--- src/design/sqfd_pkg.sv ---
`timescale 1ns / 1ps
package sqfd_pkg;
	localparam int QueueDepth = 4;
	localparam int TimeBits = 16;
	localparam int IdxBits = (QueueDepth > 1) ? $clog2(QueueDepth) : 1;
	localparam int FillBits = $clog2(QueueDepth + 1);

	localparam logic OP_ARRIVE = 1'b0;
	localparam logic OP_TICK = 1'b1;

	localparam logic [1:0] OC_DONE = 2'd0;
	localparam logic [1:0] OC_ABORT = 2'd1;
	localparam logic [1:0] OC_REJECT = 2'd2;

	typedef struct packed {
		logic [15:0] id;
		logic [TimeBits-1:0] arrival;
		logic [15:0] run;
		logic [15:0] dl;
	} job_t;

	// controller -> datapath
	typedef struct packed {
		logic arrive;     // store job into chosen queue
		logic tick;       // advance time and elapsed counts
		logic sel;        // server under drain
		logic pop;        // retire head of sel, load result register
		logic reject;     // load reject result
	} dp_cmd_t;

	// datapath -> controller
	typedef struct packed {
		logic full_both;
		logic head_fires;  // head of sel retires on this tick
	} dp_sts_t;
endpackage

--- src/design/dual_queue_sqf_job_dispatcher_core.sv ---
`timescale 1ns / 1ps
// channel | handshake        | payload
// in      | in_valid/ready   | operation job_id run_length deadline
// out     | out_valid/ready  | job_ref server outcome event_time wait_res last
// Arrival is accepted in idle; a rejection is shown as a result first. A tick scans
// server 1 then server 2, retiring jobs one at a time (one shared head compare, one result register).
// Up to 8 retirements per tick. Reset clears time,
// counts and fill levels; job storage has no reset. Output stalls hold drain.
module dual_queue_sqf_job_dispatcher_core (
	input  logic clk,
	input  logic arst_n,
	input  logic in_valid,
	output logic in_ready,
	input  logic operation,
	input  logic [15:0] job_id,
	input  logic [15:0] run_length,
	input  logic [15:0] deadline,
	output logic out_valid,
	input  logic out_ready,
	output logic [15:0] job_ref,
	output logic [1:0] server,
	output logic [1:0] outcome,
	output logic [15:0] event_time,
	output logic [15:0] wait_res,
	output logic last
);
	import sqfd_pkg::*;

	dp_cmd_t cmd;
	dp_sts_t sts;
	logic r_valid, r_ready, r_last, c_ready;
	logic [15:0] r_id, r_time, r_wait;
	logic [1:0] r_srv, r_oc;
	logic drain_end;
	logic busy_q;
	logic drain_pend;
	logic ob_held_more;
	logic [51:0] ob_out;

	// drain finishes when the controller returns to idle after being busy (tick or rejection)
	always_ff @(posedge clk or negedge arst_n) begin
		if (!arst_n) busy_q <= 1'b0;
		else busy_q <= !c_ready;
	end
	assign drain_end = busy_q && c_ready;
	assign in_ready = c_ready && !drain_pend;

	// outbuf may still hold a "more" result at idle: finish it before new input
	assign drain_pend = ob_held_more;

	sqfd_ctrl u_ctrl (
		.clk, .arst_n, .in_valid(in_valid && !drain_pend), .in_ready(c_ready),
		.operation, .out_valid(r_valid), .out_ready(r_ready), .out_last(r_last),
		.cmd, .sts
	);

	sqfd_datapath u_dp (
		.clk, .arst_n, .cmd, .sts, .job_id, .run_length, .deadline,
		.res_id(r_id), .res_server(r_srv), .res_outcome(r_oc),
		.res_time(r_time), .res_wait(r_wait)
	);

	sqfd_outbuf u_ob (
		.clk, .arst_n, .up_valid(r_valid), .up_ready(r_ready), .up_more(!r_last),
		.drain_end(drain_end || (c_ready && !busy_q)),
		.up_data({r_id, r_srv, r_oc, r_time, r_wait}),
		.dn_valid(out_valid), .dn_ready(out_ready), .dn_last(last), .dn_data(ob_out)
	);
	assign {job_ref, server, outcome, event_time, wait_res} = ob_out;

	always_ff @(posedge clk or negedge arst_n) begin
		if (!arst_n) ob_held_more <= 1'b0;
		else if (r_valid && r_ready) ob_held_more <= !r_last;
		else if (out_valid && out_ready) ob_held_more <= 1'b0;
	end

`ifndef ASSERT_OFF
	a_no_accept_busy: assert property (@(posedge clk) disable iff (!arst_n)
		(in_valid && in_ready && operation == OP_TICK) |=> !in_ready)
		else $error("accept while busy");
	a_reject_last: assert property (@(posedge clk) disable iff (!arst_n)
		(out_valid && outcome == OC_REJECT) |-> (last && server == 2'd0))
		else $error("reject not final");
	a_pop_fires: assert property (@(posedge clk) disable iff (!arst_n)
		cmd.pop |-> sts.head_fires) else $error("pop without retire");
`endif
endmodule

--- src/design/sqfd_datapath.sv ---
`timescale 1ns / 1ps
module sqfd_datapath (
	input  logic clk,
	input  logic arst_n,
	input  sqfd_pkg::dp_cmd_t cmd,
	output sqfd_pkg::dp_sts_t sts,
	input  logic [15:0] job_id,
	input  logic [15:0] run_length,
	input  logic [15:0] deadline,
	output logic [15:0] res_id,
	output logic [1:0] res_server,
	output logic [1:0] res_outcome,
	output logic [15:0] res_time,
	output logic [15:0] res_wait
);
	import sqfd_pkg::*;

	localparam logic [TimeBits-1:0] TimeMax = '1;

	logic [TimeBits-1:0] now_q;
	logic [15:0] elapsed_q [2];
	logic [FillBits-1:0] fill_q [2];
	job_t store_q [2][QueueDepth];

	logic tgt;
	job_t head;
	logic [15:0] el;
	logic [TimeBits-1:0] run_ext;
	logic done_ok, abort_ok;
	logic [TimeBits+1:0] d_done, d_abort, d_sel;

	always_comb begin
		if (fill_q[0] == '0) tgt = 1'b0;
		else if (fill_q[1] == '0) tgt = 1'b1;
		else tgt = (fill_q[0] <= fill_q[1]) ? 1'b0 : 1'b1;
	end

	assign head = store_q[cmd.sel][0];
	assign el = elapsed_q[cmd.sel];
	assign run_ext = TimeBits'(head.run);
	assign done_ok = (el == head.run) && ({2'b0, now_q} <= {2'b0, TimeBits'(head.dl)});
	assign abort_ok = ({16'b0, now_q} >= {{TimeBits{1'b0}}, head.dl});
	assign d_done = {2'b0, now_q} - {2'b0, head.arrival} - {2'b0, run_ext};
	assign d_abort = {2'b0, now_q} - {2'b0, head.arrival};
	assign d_sel = done_ok ? d_done : d_abort;

	assign sts.full_both = (fill_q[0] >= FillBits'(QueueDepth))
		&& (fill_q[1] >= FillBits'(QueueDepth));
	assign sts.head_fires = (fill_q[cmd.sel] != '0) && (done_ok || abort_ok);

	always_ff @(posedge clk or negedge arst_n) begin
		if (!arst_n) begin
			now_q <= '0;
			elapsed_q[0] <= '0;
			elapsed_q[1] <= '0;
			fill_q[0] <= '0;
			fill_q[1] <= '0;
		end else begin
			if (cmd.arrive && !sts.full_both) begin
				if (fill_q[tgt] == '0) elapsed_q[tgt] <= '0;
				fill_q[tgt] <= fill_q[tgt] + 1'b1;
			end
			if (cmd.tick) begin
				if (now_q != TimeMax) now_q <= now_q + 1'b1;
				for (int s = 0; s < 2; s++)
					if (elapsed_q[s] != 16'hFFFF) elapsed_q[s] <= elapsed_q[s] + 1'b1;
			end
			if (cmd.pop) begin
				fill_q[cmd.sel] <= fill_q[cmd.sel] - 1'b1;
				elapsed_q[cmd.sel] <= '0;
			end
		end
	end

	// job storage: shifts on pop, written at fill on arrival
	always_ff @(posedge clk) begin
		if (cmd.arrive && !sts.full_both)
			store_q[tgt][fill_q[tgt][IdxBits-1:0]] <= '{id: job_id, arrival: now_q,
				run: run_length, dl: deadline};
		if (cmd.pop)
			for (int i = 1; i < QueueDepth; i++)
				store_q[cmd.sel][i-1] <= store_q[cmd.sel][i];
	end

	// result register; delay clamped to 0..65535
	always_ff @(posedge clk) begin
		if (cmd.reject) begin
			res_id <= job_id;
			res_server <= 2'd0;
			res_outcome <= OC_REJECT;
			res_time <= 16'(now_q);
			res_wait <= '0;
		end else if (cmd.pop) begin
			res_id <= head.id;
			res_server <= {1'b0, cmd.sel} + 2'd1;
			res_outcome <= done_ok ? OC_DONE : OC_ABORT;
			res_time <= 16'(now_q);
			if (d_sel[TimeBits+1]) res_wait <= '0;
			else if (d_sel > (TimeBits+2)'(16'hFFFF)) res_wait <= 16'hFFFF;
			else res_wait <= 16'(d_sel);
		end
	end
endmodule

--- src/design/sqfd_ctrl.sv ---
`timescale 1ns / 1ps
module sqfd_ctrl (
	input  logic clk,
	input  logic arst_n,
	input  logic in_valid,
	output logic in_ready,
	input  logic operation,
	output logic out_valid,
	input  logic out_ready,
	output logic out_last,
	output sqfd_pkg::dp_cmd_t cmd,
	input  sqfd_pkg::dp_sts_t sts
);
	import sqfd_pkg::*;

	typedef enum logic [1:0] {IDLE, DRAIN, SHOW} state_t;
	state_t state_q;
	logic sel_q;
	logic more_q; // result shown is not the last one

	logic in_fire, out_fire;
	assign in_fire = in_valid && in_ready;
	assign out_fire = out_valid && out_ready;
	assign in_ready = (state_q == IDLE);
	assign out_last = !more_q;

	always_comb begin
		cmd = '0;
		cmd.sel = sel_q;
		cmd.arrive = in_fire && operation == OP_ARRIVE;
		cmd.reject = cmd.arrive && sts.full_both;
		cmd.tick = in_fire && operation == OP_TICK;
		cmd.pop = (state_q == DRAIN) && sts.head_fires && !out_valid;
	end

	always_ff @(posedge clk or negedge arst_n) begin
		if (!arst_n) begin
			state_q <= IDLE;
			sel_q <= 1'b0;
			more_q <= 1'b0;
			out_valid <= 1'b0;
		end else begin
			if (out_fire) out_valid <= 1'b0;
			unique case (state_q)
				IDLE: begin
					sel_q <= 1'b0;
					if (cmd.reject) begin
						out_valid <= 1'b1;
						more_q <= 1'b0;
						state_q <= SHOW;
					end else if (cmd.tick) begin
						state_q <= DRAIN;
					end
				end
				DRAIN: begin
					if (!out_valid || out_fire) begin
						if (out_valid) begin
							// wait for the freed register before the next result
						end else if (sts.head_fires) begin
							out_valid <= 1'b1;
							more_q <= 1'b1;
						end else if (sel_q == 1'b0) begin
							sel_q <= 1'b1;
						end else begin
							state_q <= IDLE;
						end
					end
				end
				SHOW: begin
					if (out_fire) state_q <= IDLE;
				end
				default: state_q <= IDLE;
			endcase
		end
	end
endmodule

--- src/design/sqfd_outbuf.sv ---
`timescale 1ns / 1ps
// Holds back one drained result so the final one can carry last.
module sqfd_outbuf (
	input  logic clk,
	input  logic arst_n,
	input  logic up_valid,
	output logic up_ready,
	input  logic up_more,
	input  logic drain_end,
	input  logic [51:0] up_data,
	output logic dn_valid,
	input  logic dn_ready,
	output logic dn_last,
	output logic [51:0] dn_data
);
	import sqfd_pkg::*;

	logic held_q, hmore_q;
	logic [51:0] hdata_q;
	logic dn_fire;

	// a held "more" result is released when another arrives or drain ends
	assign dn_valid = held_q && (!hmore_q || up_valid || drain_end);
	assign dn_last = !hmore_q || (drain_end && !up_valid);
	assign dn_data = hdata_q;
	assign dn_fire = dn_valid && dn_ready;
	assign up_ready = !held_q || dn_fire;

	always_ff @(posedge clk or negedge arst_n) begin
		if (!arst_n) begin
			held_q <= 1'b0;
			hmore_q <= 1'b0;
		end else if (up_valid && up_ready) begin
			held_q <= 1'b1;
			hmore_q <= up_more;
		end else if (dn_fire) begin
			held_q <= 1'b0;
		end
	end

	always_ff @(posedge clk) begin
		if (up_valid && up_ready) hdata_q <= up_data;
	end
endmodule

--- config.mk ---
export PLATFORM = sky130hd
export DESIGN_NAME = dual_queue_sqf_job_dispatcher_core
export DESIGN_NICKNAME = d
export VERILOG_FILES = /design/src/design/sqfd_pkg.sv /design/src/design/dual_queue_sqf_job_dispatcher_core.sv /design/src/design/sqfd_datapath.sv /design/src/design/sqfd_ctrl.sv /design/src/design/sqfd_outbuf.sv
export SDC_FILE = /design/constraint.sdc
export NUM_CORES = 1
export LEC_CHECK = 0
export BUFFER_PORTS_ARGS = -buffer_cell sky130_fd_sc_hd__buf_2
export CORE_MARGIN = 5
export CORE_UTILIZATION = 62
export DETAILED_ROUTE_END_ITERATION = 7
export HOLD_SLACK_MARGIN = 0.06
export PLACE_DENSITY = 0.8
export SLEW_MARGIN = 25
export SYNTH_ARGS = -nofsm -noshare
export SYNTH_HDL_FRONTEND = slang
export SYNTH_SLANG_ARGS = --single-unit
--- constraint.sdc ---
create_clock -name clk -period 10.9 [get_ports clk]
set_input_delay 2.18 -clock clk [delete_from_list [all_inputs] [get_ports clk]]
set_output_delay 2.18 -clock clk [all_outputs]
set_load 0.03 [all_outputs]
==> summary.md <==
| Metric | Value |
|---|---|
| Clock Tree Root | `clkbuf_16` |
| Switching share of power | `31.80%` |
| Critical Path RT | `11.38 ns` |
| Final HPWL DP | `37,390 um` |
| Gate power share | `27.8%` |
| Detailed Route WL | `a little over 60,000 um` |
| Commonest non-fill, non-tap cell in the layout | `edfxtp_1` |
| Number of buffers created by CTS | `between 60 and 70` |
| Post-synthesis cell count | `between 2,000 and 2,500` |
| Htree depth | `3` |
| Die H | `225.9 um` |
| Wire per inst | `21.81 um` |
| Avg Inst Size Synth | `14.24 um2` |
| Share of layout cells above drive strength 1 | `between 10% and 20%` |
| Type of origin of the critical path | `register` |
| Total GRT Usage | `23.94%` |
| Worst slew pin tran | `1.037 ns` |
| Port bufs | `107` |
| Fmax | `0.1595 GHz` |
| Buffers and inverters on the worst path | `1` |
| Worst setup EP type | `register` |
| Width of the die | `225.9 um` |
| Max-Cap Viols | `0` |
| Initial antenna violation count | `0` |
| Hold WC Path Type | `reg -> reg` |
| Layout net count | `2,257` |
| Crit Path Class | `reg -> reg` |
| FFs w/ async S/R, synth | `9.145%` |
| Most frequent cell on the critical path | `ha_1` |
| R2r endpoint | `u_dp.res_wait[4]` |
| Setup TNS | `0 ns` |
| Vias post-DR | `16,950` |
| Number of diodes | `0` |
| Final Skew | `0.01787 ns` |
| Yosys top cell by area | `edfxtp_1` |
| Power per cell area | `244.0 nW/um2` |
| FF+latch area | `19,850 um2` |
| Fin. Hold Viols | `0` |
| Leak | `approximately 12 nW` |
| Setup-failing EPs final | `0` |
| Hold_buf cts | `0` |
| Io pins | `108` |
| Cells along the critical path | `buf_12 > mux2_2 > ha_1 > fa_1 > nand2b_1 > a21oi_1 > o211a_1 > o21ai_0 > xnor2_1 > ha_1 > and2_1 > a41o_1 > nor4_1 > or4b_2 > nand3b_1 > o311ai_0 > a22o_1` |
| Cell area after synthesis | `28,890 um2` |
| Fillers | `3,071` |
| Vias in the first global route | `16,820` |
| CTS tree | `done` |
| Top FF cell, synth | `edfxtp_1` |
| Synth cell types | `64` |
| Net Sw Power | `about 0.0025 W` |
| Area growth syn-to-layout | `11.81%` |
| CP arrival | `6.75 ns` |
| Largest net degree at the start of global routing | `roughly 230` |
| Clock-pin slew on the worst setup and hold paths | `0.06 ns` |
| RSZ-0062 raised after global routing | `false` |
| DR DRC count | `0` |
| Top cells by area, synth | `edfxtp_1, mux2i_1, dfrtp_1, a21oi_1, ha_1` |
| Multi-input gate area | `8678 um2` |
| Post-route ant nets | `0` |
| Sequential fraction of the synthesis area | `68.70%` |
| Post-synthesis register bit count | `678` |
| CP top delay family | `simple AND/OR/NAND/NOR gates` |
| Reg power frac | `~43%` |
| Clock Path Buffers | `3` |
| Fin. max-slew vios | `0` |
| Vias per cell | `6.056` |
| Clock power share | `28.8%` |
| Post-synth top area share | `roughly 62%` |
| Post-synth EDFFs | `approximately 600` |
| Post-CTS Setup Inserts | `0` |
| Placer Congestion | `around 0.89` |
| FF-to-FF setup slack | `roughly 4.6 ns` |
| DIE AREA | `51,020 um2` |
| Initial DRC Count | `1,721` |
| RR Startpoint | `u_ctrl.sel_q` |
| Fin crit share | `57.50%` |
| Path depth of the worst reg2reg path | `17` |
| Crit path max fanout | `114` |
| Minimum clock period | `~6.3 ns` |
| Max_slew headroom | `slightly above 30%` |
| Leading cell types in the layout, fill and taps excluded | `edfxtp_1, mux2i_1, a21oi_1` |
| First-pass GRT wire length | `94,360 um` |
| Pint | `0.005377 W` |
| VDD IR-drop max | `0.1749 mV` |
| Clock latency at the later pin of the worst-skew pair | `~0.60 ns` |
| CP max stage cell | `dfrtp_4` |
| Syn Nets | `2,146` |
| Final Util | `69.69%` |
| Drt pass-1 iters | `5` |
| Post-CTS sizing | `0` |
| Ys Warns | `0` |
| Slowest stage delay, CP | `0.95 ns` |
| Site row count | `79` |
| Gr ovfl total | `0` |
| Initial Util | `62.32%` |
| Crit path capture | `u_dp.res_wait[4]` |
| Critical Path Start | `u_ctrl.sel_q` |
| Status | `finished clean` |
| Worst path depth | `17` |
| CORE AREA | `around 46,000 um2` |
| # clock sinks | `678` |
[cells in the mapped netlist (all sizes together) (16+ instances only)]
library cell    n
a211oi         16
nand3          19
ha             62
buf            35
nor2b          64
a21oi         242
nor2          143
and3           18
nand4          24
inv            21
dfxtp          20
nand2          95
mux2i         261
dfrtp          62
o21ai          64
edfxtp        596
clkbuf         55
xnor2          57
xor2           18
[layout make-up]
| type | count | area share (%) |
|---|---|---|
| Clock inverter | 39 | 0.9954 |
| Multi-Input combinational cell | 1240 | 26.86 |
| Inverter | 21 | 0.2440 |
| Clock buffer | 83 | 5.697 |
| Sequential cell | 678 | 61.45 |
| Timing Repair Buffer | 130 | 2.394 |
| Tap cell | 607 | 2.351 |
[sequential cells by signal (all words and copies together) (netlist names)]
signal	cells
u_dp.store_q	512
u_ob.dn_data	52
u_dp.elapsed_q	32
u_dp.now_q	16
u_dp.res_id	16
u_dp.res_time	16
u_dp.res_wait	16
u_dp.fill_q	6
u_ctrl.state_q	2
u_dp.res_outcome	2
u_dp.res_server	2
drain_pend	1
u_ctrl.more_q	1
u_ctrl.out_valid	1
u_ctrl.sel_q	1
u_ob.held_q	1
u_ob.hmore_q	1
[per-stage QoR]
| step | instance area, um2 | setup slack, ns | hold slack (ns) | cells | total power (W) |
|---|---|---|---|---|---|
| after floorplan | 28890 | 2.682 | 0.4003 | 2029 | 0.005061 |
| after global placement | 30090 | 4.817 | 0.4018 | 2674 | 0.005595 |
| after detailed placement | 30130 | 4.751 | 0.4061 | 2676 | 0.005645 |
| after CTS | 32290 | 4.726 | 0.4170 | 2798 | 0.007912 |
| after global routing | 32300 | 4.320 | 0.4279 | 2798 | 0.008267 |
| final | 32300 | 4.632 | 0.4162 | 2798 | 0.007883 |
[kinds of logic after synthesis]
| kind of cell | after synthesis | synth area share (%) |
|---|---|---|
| buffers and inverters | 111 | 1.589 |
| flip-flops | 678 | 68.70 |
| multiplexers | 268 | 9.315 |
| adder cells (fa/ha/maj) | 64 | 2.823 |
| AND/OR/NAND/NOR | 422 | 7.132 |
| AO/OA/AOI/OAI | 411 | 8.167 |
| XOR/XNOR | 75 | 2.274 |
[how the worst min path moves through the flow]
stage	from	slack, ns	end	cells past startpoint
global route	u_dp.res_id[6]	0.43	u_ob.dn_data[42]	0
finish	u_dp.res_time[3]	0.42	u_ob.dn_data[19]	0
global placement	u_dp.res_id[5]	0.40	u_ob.dn_data[41]	0
detailed placement	u_dp.res_id[4]	0.41	u_ob.dn_data[40]	0
CTS	u_dp.res_time[3]	0.42	u_ob.dn_data[19]	0
floorplan	u_dp.res_time[0]	0.40	u_ob.dn_data[16]	0
[layer usage]
layer | share of wire, % | global-route usage (%) | up-vias
li1 | - | - | 7918
met1 | 43 | 34.16 | 8362
met2 | 48 | 38.46 | 572
met3 | 6.2 | 3.770 | 93
met4 | 2.6 | 7.868 | 0
met5 | 0 | 0 | -
[power groups by stage]
stage	logic, W	registers [W]	clock network [W]
floorplan	0.00155	0.00351	0
global placement	0.00214	0.00346	0
detailed placement	0.00217	0.00348	0
CTS	0.00218	0.00342	0.00230
global route	0.00240	0.00345	0.00242
finish	0.00219	0.00342	0.00227
Note: power is estimated with default switching activity, not from simulation.
